===== src/design/jtok_pkg.sv =====
// Package for the streaming JSON tokenizer: codes, field widths, stack entry type.
// No dependencies; used by every module of the block.
package jtok_pkg;

    localparam int DefMaxTokens = 128;
    localparam int DefMaxDepth  = 16;

    localparam logic [15:0] POS_LIMIT = 16'hFFFF;

    typedef enum logic [5:0] {
        M_NORMAL = 6'b000001,
        M_STRING = 6'b000010,
        M_ESCAPE = 6'b000100,
        M_PRIM   = 6'b001000,
        M_ERR_IN = 6'b010000,
        M_ERR_NM = 6'b100000
    } mode_t;

    localparam logic [2:0] K_TOKEN = 3'd0;
    localparam logic [2:0] K_OK    = 3'd1;
    localparam logic [2:0] K_INVAL = 3'd2;
    localparam logic [2:0] K_PART  = 3'd3;
    localparam logic [2:0] K_NOMEM = 3'd4;

    localparam logic [1:0] T_OBJECT = 2'd0;
    localparam logic [1:0] T_ARRAY  = 2'd1;
    localparam logic [1:0] T_STRING = 2'd2;
    localparam logic [1:0] T_PRIM   = 2'd3;

    localparam logic [7:0] NO_PARENT = 8'hFF;

    // One result record
    typedef struct packed {
        logic [2:0]  kind;
        logic [6:0]  token_index;
        logic [1:0]  token_type;
        logic [15:0] token_start;
        logic [15:0] token_end;
        logic [6:0]  child_count;
        logic [7:0]  parent_index;
        logic        last_of_run;
    } rec_t;

    // Open container entry
    typedef struct packed {
        logic [7:0]  idx;
        logic        is_array;
        logic [6:0]  cnt;
        logic [15:0] start;
    } entry_t;

    // Stack operation from the scanner to the cell row
    typedef struct packed {
        logic   push;
        logic   pop;
        logic   bump;
        logic   clear;
        entry_t push_entry;
    } stk_op_t;

endpackage


===== src/design/jtok_cell.sv =====
// One cell of the open-container stack: holds one entry and shifts with its neighbors.
// Depends on jtok_pkg.
module jtok_cell
    import jtok_pkg::*;
(
    input  logic    clk,
    input  logic    rst_n,
    input  stk_op_t op,
    input  entry_t  from_above,
    input  logic    above_valid,
    input  entry_t  from_below,
    input  logic    below_valid,
    output entry_t  entry,
    output logic    valid
);

    entry_t entry_reg, entry_next;
    logic   valid_reg, valid_next;

    // Clear empties the cell; else shift down on push, up on pop, bump count of the parent cell
    always_comb
    begin
        entry_next = entry_reg;
        valid_next = valid_reg;
        if (op.clear)
        begin
            valid_next = 1'b0;
        end
        else if (op.push)
        begin
            entry_next = from_above;
            valid_next = above_valid;
            if (op.bump && above_valid && entry_next.cnt != 7'd127)
            begin
                entry_next.cnt = entry_next.cnt + 7'd1;
            end
        end
        else if (op.pop)
        begin
            entry_next = from_below;
            valid_next = below_valid;
        end
        else if (op.bump && valid_reg && entry_reg.cnt != 7'd127)
        begin
            entry_next.cnt = entry_reg.cnt + 7'd1;
        end
    end

    always_ff @(posedge clk or negedge rst_n)
    begin
        if (!rst_n)
        begin
            valid_reg <= 1'b0;
        end
        else
        begin
            valid_reg <= valid_next;
        end
    end

    always_ff @(posedge clk)
    begin
        entry_reg <= entry_next;
    end

    assign entry = entry_reg;
    assign valid = valid_reg;

endmodule


===== src/design/jtok_stack.sv =====
// Row of stack cells; the top of stack is always cell 0.
// Depends on jtok_pkg and jtok_cell.
module jtok_stack
    import jtok_pkg::*;
#(
    parameter int MAX_DEPTH = DefMaxDepth
)
(
    input  logic    clk,
    input  logic    rst_n,
    input  stk_op_t op,
    output entry_t  top,
    output logic    top_valid,
    output entry_t  under,
    output logic    under_valid,
    output logic    full
);

    // Cell 0 is the top; push shifts toward higher cells
    entry_t ent [MAX_DEPTH];
    logic   vld [MAX_DEPTH];

    for (genvar i = 0; i < MAX_DEPTH; i++)
    begin : g_cell
        entry_t a_e, b_e;
        logic   a_v, b_v;
        if (i == 0)
        begin : g_top
            assign a_e = op.push_entry;
            assign a_v = 1'b1;
        end
        else
        begin : g_mid
            assign a_e = ent[i-1];
            assign a_v = vld[i-1];
        end
        if (i == MAX_DEPTH - 1)
        begin : g_bot
            assign b_e = ent[i];
            assign b_v = 1'b0;
        end
        else
        begin : g_nbot
            assign b_e = ent[i+1];
            assign b_v = vld[i+1];
        end
        // Bump rides on the cell that holds the parent after the shift
        stk_op_t cop;
        always_comb
        begin
            cop = op;
            // on push the old top moves to cell 1; without a shift it stays in cell 0
            cop.bump = op.bump && ((op.push && i == 1) || (!op.push && !op.pop && i == 0));
        end
        jtok_cell u_cell (
            .clk        (clk),
            .rst_n      (rst_n),
            .op         (cop),
            .from_above (a_e),
            .above_valid(a_v),
            .from_below (b_e),
            .below_valid(b_v),
            .entry      (ent[i]),
            .valid      (vld[i])
        );
    end

    assign top         = ent[0];
    assign top_valid   = vld[0];
    assign under       = ent[1];
    assign under_valid = vld[1];
    assign full        = vld[MAX_DEPTH-1];

endmodule


===== src/design/json_tokenizer.sv =====
// Top level of the streaming JSON tokenizer: byte scanner, stack row, result queue.
// Depends on jtok_pkg, jtok_stack.
//
// Usage: bytes enter on s_axis (tdata = text_byte, tlast = last_byte), one per
// cycle while s_axis_tready is high. Each byte yields zero to three result items
// on m_axis; tlast marks the final item caused by a byte. tuser carries kind;
// tdata the token fields. A byte is scanned in the cycle it is accepted; its
// results enter the result queue at that edge and can appear on m_axis from the
// next cycle, one item per cycle while m_axis_tready is high. Throughput is one
// byte per cycle while bytes yield at most one result and the receiver keeps up;
// extra results queue for the single output port. Containers open on a row of
// cells that shift on push and pop, so the top entry is always in the first cell.
// The user must write strict_mode on cfg_valid/cfg_ready only while idle; the
// block does not enforce this. Reset clears the scanner, the stack row and the
// result queue; strict_mode returns to 0. When the receiver stalls, results wait
// in a small queue and s_axis_tready drops once it cannot take a worst-case byte.
module json_tokenizer
    import jtok_pkg::*;
#(
    parameter int MAX_TOKENS = DefMaxTokens,
    parameter int MAX_DEPTH  = DefMaxDepth
)
(
    input  logic        clk,
    input  logic        rst_n,
    input  logic        cfg_valid,
    output logic        cfg_ready,
    input  logic        cfg_data,
    input  logic        s_axis_tvalid,
    output logic        s_axis_tready,
    input  logic [7:0]  s_axis_tdata,   // text_byte
    input  logic        s_axis_tlast,   // last_byte
    output logic        m_axis_tvalid,
    input  logic        m_axis_tready,
    // [6:0] token_index, [8:7] token_type, [24:9] token_start, [40:25] token_end,
    // [47:41] child_count, [55:48] parent_index, [63:56] zero fill
    output logic [63:0] m_axis_tdata,
    output logic [2:0]  m_axis_tuser,   // kind
    output logic        m_axis_tlast    // last_of_run
);

    localparam int TW = $clog2(MAX_TOKENS + 1);
    localparam int QD = 8;
    localparam int QW = $clog2(QD);

    mode_t        mode_reg, mode_next;
    logic [15:0]  pos_reg, pos_next, pend_reg, pend_next;
    logic [TW-1:0] used_reg, used_next;
    logic         strict_reg;
    stk_op_t      op;
    entry_t       top, under;
    logic         top_valid, under_valid, full;

    jtok_stack #(.MAX_DEPTH(MAX_DEPTH)) u_stack (
        .clk(clk), .rst_n(rst_n), .op(op), .top(top), .top_valid(top_valid),
        .under(under), .under_valid(under_valid), .full(full)
    );

    // Configuration
    assign cfg_ready = 1'b1;
    always_ff @(posedge clk or negedge rst_n)
    begin
        if (!rst_n)
        begin
            strict_reg <= 1'b0;
        end
        else if (cfg_valid)
        begin
            strict_reg <= cfg_data;
        end
    end

    // Result queue
    rec_t          q [QD];
    logic [QW-1:0] wp_reg, rp_reg;
    logic [QW:0]   cnt_reg;
    rec_t          r [3];
    logic [1:0]    nres;
    logic          take, pop_q;

    assign take          = s_axis_tvalid && s_axis_tready;
    assign s_axis_tready = (cnt_reg <= (QW+1)'(QD - 3));
    assign pop_q         = m_axis_tvalid && m_axis_tready;

    // Parent code from the current top, before this byte's push or pop
    logic [7:0] cur_parent;
    assign cur_parent = top_valid ? top.idx : NO_PARENT;

    function automatic logic is_space(input logic [7:0] c);
        return c == 8'h09 || c == 8'h0D || c == 8'h0A || c == 8'h20;
    endfunction

    // Scanner
    always_comb
    begin
        logic [7:0]  c;
        logic [15:0] pos;
        logic        norm, tokfull, prim_end;
        mode_t       m;
        logic [2:0]  status;
        logic [7:0]  par;
        logic        popd, bumpd;
        c = s_axis_tdata;
        pos = pos_reg;
        m = mode_reg;
        nres = 2'd0;
        r[0] = '0; r[1] = '0; r[2] = '0;
        op = '0;
        op.push_entry.idx = 8'(used_reg);
        op.push_entry.is_array = (c == "[");
        op.push_entry.cnt = 7'd0;
        op.push_entry.start = pos;
        used_next = used_reg;
        pend_next = pend_reg;
        tokfull = (used_reg >= TW'(MAX_TOKENS));
        norm = 1'b0;
        prim_end = 1'b0;
        status = K_OK;
        popd = 1'b0;
        bumpd = 1'b0;
        par = cur_parent;
        if (mode_reg == M_NORMAL || mode_reg == M_STRING || mode_reg == M_ESCAPE
            || mode_reg == M_PRIM)
        begin
            if (pos >= POS_LIMIT)
            begin
                m = M_ERR_IN;
            end
            else
            begin
                unique case (mode_reg)
                    M_NORMAL: norm = 1'b1;
                    M_STRING:
                    begin
                        if (c == "\"")
                        begin
                            if (tokfull)
                            begin
                                m = M_ERR_NM;
                            end
                            else
                            begin
                                r[0].kind = K_TOKEN;
                                r[0].token_index = 7'(used_reg);
                                r[0].token_type = T_STRING;
                                r[0].token_start = pend_reg;
                                r[0].token_end = pos;
                                r[0].parent_index = cur_parent;
                                nres = 2'd1;
                                used_next = used_reg + TW'(1);
                                op.bump = 1'b1;
                                m = M_NORMAL;
                            end
                        end
                        else if (c == "\\")
                        begin
                            m = M_ESCAPE;
                        end
                    end
                    M_ESCAPE:
                    begin
                        if (c == "\"" || c == "/" || c == "\\" || c == "b" || c == "f"
                            || c == "r" || c == "n" || c == "t" || c == "u")
                            m = M_STRING;
                        else
                            m = M_ERR_IN;
                    end
                    M_PRIM:
                    begin
                        prim_end = is_space(c) || c == "," || c == "]" || c == "}"
                                   || (c == ":" && !strict_reg);
                        if (prim_end)
                        begin
                            if (tokfull)
                            begin
                                m = M_ERR_NM;
                            end
                            else
                            begin
                                r[0].kind = K_TOKEN;
                                r[0].token_index = 7'(used_reg);
                                r[0].token_type = T_PRIM;
                                r[0].token_start = pend_reg;
                                r[0].token_end = pos;
                                r[0].parent_index = cur_parent;
                                nres = 2'd1;
                                used_next = used_reg + TW'(1);
                                op.bump = 1'b1;
                                bumpd = 1'b1;
                                norm = 1'b1;
                            end
                        end
                        else if (c < 8'd32 || c >= 8'd127)
                        begin
                            m = M_ERR_IN;
                        end
                    end
                    default: m = mode_reg;
                endcase
            end
        end
        // Normal-mode byte handling, possibly after a primitive closed
        if (norm)
        begin
            m = M_NORMAL;
            if (c == "{" || c == "[")
            begin
                // a primitive cannot end on an opening bracket, so no bump before
                if (tokfull || full)
                begin
                    m = M_ERR_NM;
                end
                else
                begin
                    op.push = 1'b1;
                    op.bump = 1'b1;
                    used_next = used_reg + TW'(1);
                end
            end
            else if (c == "}" || c == "]")
            begin
                if (!top_valid || top.is_array != (c == "]"))
                begin
                    m = M_ERR_IN;
                end
                else
                begin
                    r[nres].kind = K_TOKEN;
                    r[nres].token_index = 7'(top.idx);
                    r[nres].token_type = (c == "]") ? T_ARRAY : T_OBJECT;
                    r[nres].token_start = top.start;
                    r[nres].token_end = pos + 16'd1;
                    r[nres].child_count = (bumpd && top.cnt != 7'd127)
                                          ? top.cnt + 7'd1 : top.cnt;
                    op.pop = 1'b1;
                    popd = 1'b1;
                    nres = nres + 2'd1;
                end
            end
            else if (c == "\"")
            begin
                pend_next = pos + 16'd1;
                m = M_STRING;
            end
            else if (is_space(c) || c == ":" || c == ",")
            begin
                m = M_NORMAL;
            end
            else if (strict_reg ? !(c == "-" || (c >= "0" && c <= "9") || c == "t"
                                    || c == "f" || c == "n")
                                : (c < 8'd32 || c >= 8'd127))
            begin
                m = M_ERR_IN;
            end
            else
            begin
                pend_next = pos;
                m = M_PRIM;
            end
        end
        // Parent after a pop is the entry under the top
        if (popd)
        begin
            par = under_valid ? under.idx : NO_PARENT;
            r[nres-2'd1].parent_index = par;
        end
        pos_next = (pos_reg < POS_LIMIT) ? pos_reg + 16'd1 : pos_reg;
        if (s_axis_tlast)
        begin
            if (m == M_ERR_IN || m == M_ESCAPE)       status = K_INVAL;
            else if (m == M_ERR_NM)                   status = K_NOMEM;
            else if (m == M_STRING)                   status = K_PART;
            else if (m == M_PRIM && strict_reg)       status = K_PART;
            else if (m == M_PRIM && used_next >= TW'(MAX_TOKENS)) status = K_NOMEM;
            else
            begin
                if (m == M_PRIM)
                begin
                    r[nres].kind = K_TOKEN;
                    r[nres].token_index = 7'(used_next);
                    r[nres].token_type = T_PRIM;
                    r[nres].token_start = pend_next;
                    r[nres].token_end = pos_next;
                    r[nres].parent_index = top_valid ? top.idx : NO_PARENT;
                    nres = nres + 2'd1;
                end
                status = (top_valid && !(popd && !under_valid)) || op.push
                         ? K_PART : K_OK;
            end
            r[nres] = '0;
            r[nres].kind = status;
            nres = nres + 2'd1;
            op.clear = 1'b1;
            m = M_NORMAL;
            used_next = '0;
            pos_next = '0;
            pend_next = '0;
        end
        if (nres != 2'd0)
        begin
            r[nres-2'd1].last_of_run = 1'b1;
        end
        mode_next = m;
        if (!take)
        begin
            op = '0;
            nres = 2'd0;
        end
    end

    // Scanner state
    always_ff @(posedge clk or negedge rst_n)
    begin
        if (!rst_n)
        begin
            mode_reg <= M_NORMAL;
            pos_reg  <= '0;
            used_reg <= '0;
            pend_reg <= '0;
        end
        else if (take)
        begin
            mode_reg <= mode_next;
            pos_reg  <= pos_next;
            used_reg <= used_next;
            pend_reg <= pend_next;
        end
    end

    // Queue pointers
    always_ff @(posedge clk or negedge rst_n)
    begin
        if (!rst_n)
        begin
            wp_reg  <= '0;
            rp_reg  <= '0;
            cnt_reg <= '0;
        end
        else
        begin
            wp_reg  <= wp_reg + QW'(nres);
            rp_reg  <= rp_reg + QW'(pop_q);
            cnt_reg <= cnt_reg + (QW+1)'(nres) - (QW+1)'(pop_q);
        end
    end

    // Queue storage
    always_ff @(posedge clk)
    begin
        for (int k = 0; k < 3; k++)
        begin
            if (2'(k) < nres)
            begin
                q[wp_reg + QW'(k)] <= r[k];
            end
        end
    end

    assign m_axis_tvalid = (cnt_reg != '0);
    assign m_axis_tuser  = q[rp_reg].kind;
    assign m_axis_tlast  = q[rp_reg].last_of_run;
    assign m_axis_tdata  = {8'd0, q[rp_reg].parent_index, q[rp_reg].child_count,
                            q[rp_reg].token_end, q[rp_reg].token_start,
                            q[rp_reg].token_type, q[rp_reg].token_index};

endmodule


===== config.mk =====
export PLATFORM = sky130hd
export DESIGN_NAME = json_tokenizer
export DESIGN_NICKNAME = d
export VERILOG_FILES = /design/src/design/jtok_pkg.sv /design/src/design/jtok_cell.sv /design/src/design/jtok_stack.sv /design/src/design/json_tokenizer.sv
export SDC_FILE = /design/constraint.sdc
export NUM_CORES = 2
export LEC_CHECK = 0
export BUFFER_PORTS_ARGS = -buffer_cell sky130_fd_sc_hd__buf_4
export CELL_PAD_IN_SITES_DETAIL_PLACEMENT = 0
export CELL_PAD_IN_SITES_GLOBAL_PLACEMENT = 1
export CORE_ASPECT_RATIO = 1.25
export CORE_UTILIZATION = 52
export DETAILED_ROUTE_END_ITERATION = 12
export GPL_ROUTABILITY_DRIVEN = 0
export PLACE_DENSITY_LB_ADDON = 0.05
export REMOVE_ABC_BUFFERS = 1
export SETUP_SLACK_MARGIN = 0.3
export SYNTH_ARGS = -nofsm -noshare
export SYNTH_HDL_FRONTEND = slang
export SYNTH_HIERARCHICAL = 1
export SYNTH_SLANG_ARGS = --single-unit

===== constraint.sdc =====
create_clock -name clk -period 10.2 [get_ports clk]
set_input_delay 1.53 -clock clk [delete_from_list [all_inputs] [get_ports clk]]
set_output_delay 1.53 -clock clk [all_outputs]
set_load 0.02 [all_outputs]

==> qor.csv <==
metric;value;unit
fin_cells;7038;
vias_per_cell;6.42;
dp.cells;6834;
max_slew_margin;8.67;%
rsz0062_at_grt;no;
grt_start_max_net_pins;142;
ant_nets;0;
whs;0.517;ns
synthArstFlopShare;6.85;%
cap_violations;0;
final_net_count;5457;
numCtsBuffers;110;
synth-seq-area-share;51.6;%
synth_edf_count;992;
die_w;309;um
cts_setup_buffers;0;
ys.flop_type;edfxtp_1;
cts_sinks;1065;
core-area;117000;um^2
postCtsHoldBufs;0;
finalHoldViolCount;0;
crit_path_max_fanout;51;
drt_iter0_drc;5033;
layout_setup_ws;1.76;ns
arrival;8.83;ns
area_growth;9.36;%
hpwl;117;mm
first_pass_iters;7;
cts_resized;0;
dieArea;119000;um^2
skew;0.0491;ns
fin_tns_setup;0;ns
drc;0;
post-place-ws;1.27;ns
clk_pin_slew;0.07;ns
port_buffers;76;
grt_pass1_wl;277;mm
largest_reg_flops;512;
crit_path_end_kind;register;
power_density;181;nW/um^2
p_leak;19.6;nW
crit_type;register to register;
worst_slew_pin_slew;1.36;ns
drt-total-wl;183;mm
clk_latency;0.75;ns
clockRootBuffer;clkbuf_16;
syn_avg_cell_area;11.3;um^2
start_kind;register;
ys_types;116;
setup_viol;0;
fmax;0.119;GHz
status;completed;
wl_per_cell;26.0;um
n_fill_cell;9906;
yosys_warnings;6;
die_h;386;um
final_util;57.4;%
overflow;0;
ir_drop;0.000155;V
pin_count;86;
via_count;45200;
cts_tree;yes;
syn-cell-area;61200;um^2
ys_ff_latch;1065;
rows;140;
htreeDepth;3;
layout-drive-gt1-share;20.9;%
slew_viol_final;0;
post-route-period-util;82.7;%
initial_core_util;52.5;%
hold_class;register to register;
clk_path_buf_depth;3;
antenna_found_initial;4;
grt.total_usage;30.4;%
grt_pass1_vias;44100;
syn_inst;5420;
crit_required;10.59;ns
min_period;8.44;ns
worst max-delay path, cell delays in order, from the launching register on:
cell	delay [ns]
dfrtp_1	0.32
buf_4	0.22
ha_1	0.37
and4_1	0.32
and4_1	0.51
nand2_2	0.47
o211ai_4	0.32
buf_4	0.27
o221a_2	0.57
nand3_1	0.54
nor2_1	0.24
nor2_1	0.10
ha_1	0.32
o32ai_1	0.92
nor2b_1	0.88
nand4_1	0.77
o311ai_4	0.47
buf_12	0.40
report_power, final:
| group | internal (W) | switching [W] | total [W] |
|---|---|---|---|
| Clock | 0.00231 | 0.00180 | 0.00410 |
| Sequential | 0.00491 | 0.000222 | 0.00513 |
| Combinational | 0.00116 | 0.00169 | 0.00286 |
cell usage in the layout (no fill, tap or decap), drive strengths merged, types with 83 or more instances in the layout:
cell    instances
a211oi         84
a21oi         524
and3           97
buf           192
clkbuf        145
conb          106
edfxtp        992
mux2          482
mux2i          83
mux4          120
nand2         709
nand3         243
nor2          343
o21ai         199
o22ai         115
xnor2          84
routing by layer:
layer	track usage, %	up-vias	routed length, um
met1	38.9	22400	72400
met3	4.35	432	13100
met4	12.1	2	6680
met5	0	-	9
met2	51.8	1896	90400
li1	-	20400	-
stage by stage:
stage               total power (W)  cell area (um^2)
finish                       0.0121             67000
global placement            0.00805             63400
detailed placement          0.00806             63400
global route                 0.0125             67000
CTS                          0.0122             67000
floorplan                   0.00710             59600
cells in the mapped netlist, drive strengths merged, types with 65 or more instances:
cell type	instances	share of area, %
a211oi	84	1.2
a21oi	524	4.3
and3	97	1.0
buf	201	1.8
clkbuf	241	1.5
dfrtp	72	2.9
edfxtp	992	49
inv	65	0.40
mux2	482	9.0
mux2i	83	1.4
mux4	120	4.4
nand2	709	4.4
nand3	243	2.1
nor2	343	2.1
o21ai	199	1.7
o22ai	115	1.2
xnor2	84	1.2
worst paths after layout:
check	slack (ns)	cells after the start	startpoint	endpoint
max	1.76	17	pos_reg[0]$_DFFE_PN0P_	q[2][24]$_DFFE_PP_
min	0.52	2	pend_reg[5]$_DFFE_PN0P_	pend_reg[5]$_DFFE_PN0P_
max reg2reg	1.76	17	pos_reg[0]$_DFFE_PN0P_	q[2][24]$_DFFE_PP_
min reg2reg	0.52	2	pend_reg[5]$_DFFE_PN0P_	pend_reg[5]$_DFFE_PN0P_
max in group asynchronous	8.25	2	rst_n	rp_reg[1]$_DFF_PN0_
min in group asynchronous	0.74	1	rst_n	strict_reg$_DFFE_PN0P_
area by class of cell:
cell class	count	area, um^2	share of cell area, %
Timing Repair Buffer	192	1530	2.28
Tap cell	1562	1950	2.92
Antenna cell	3	7.51	0.0112
Sequential cell	1065	31600	47.2
Multi-Input combinational cell	3947	28000	41.8
Inverter	68	255	0.381
Clock inverter	56	673	1.01
Clock buffer	145	2920	4.37
kinds of logic after synthesis:
logic type / synth area share, %
AND/OR/NAND/NOR: 13.4
flip-flops: 51.6
AO/OA/AOI/OAI: 13.6
adder cells (fa/ha/maj): 1.21
other: 0.0245
XOR/XNOR: 1.79
buffers and inverters: 3.66
multiplexers: 14.7
Note: power is estimated with default switching activity, not from simulation.
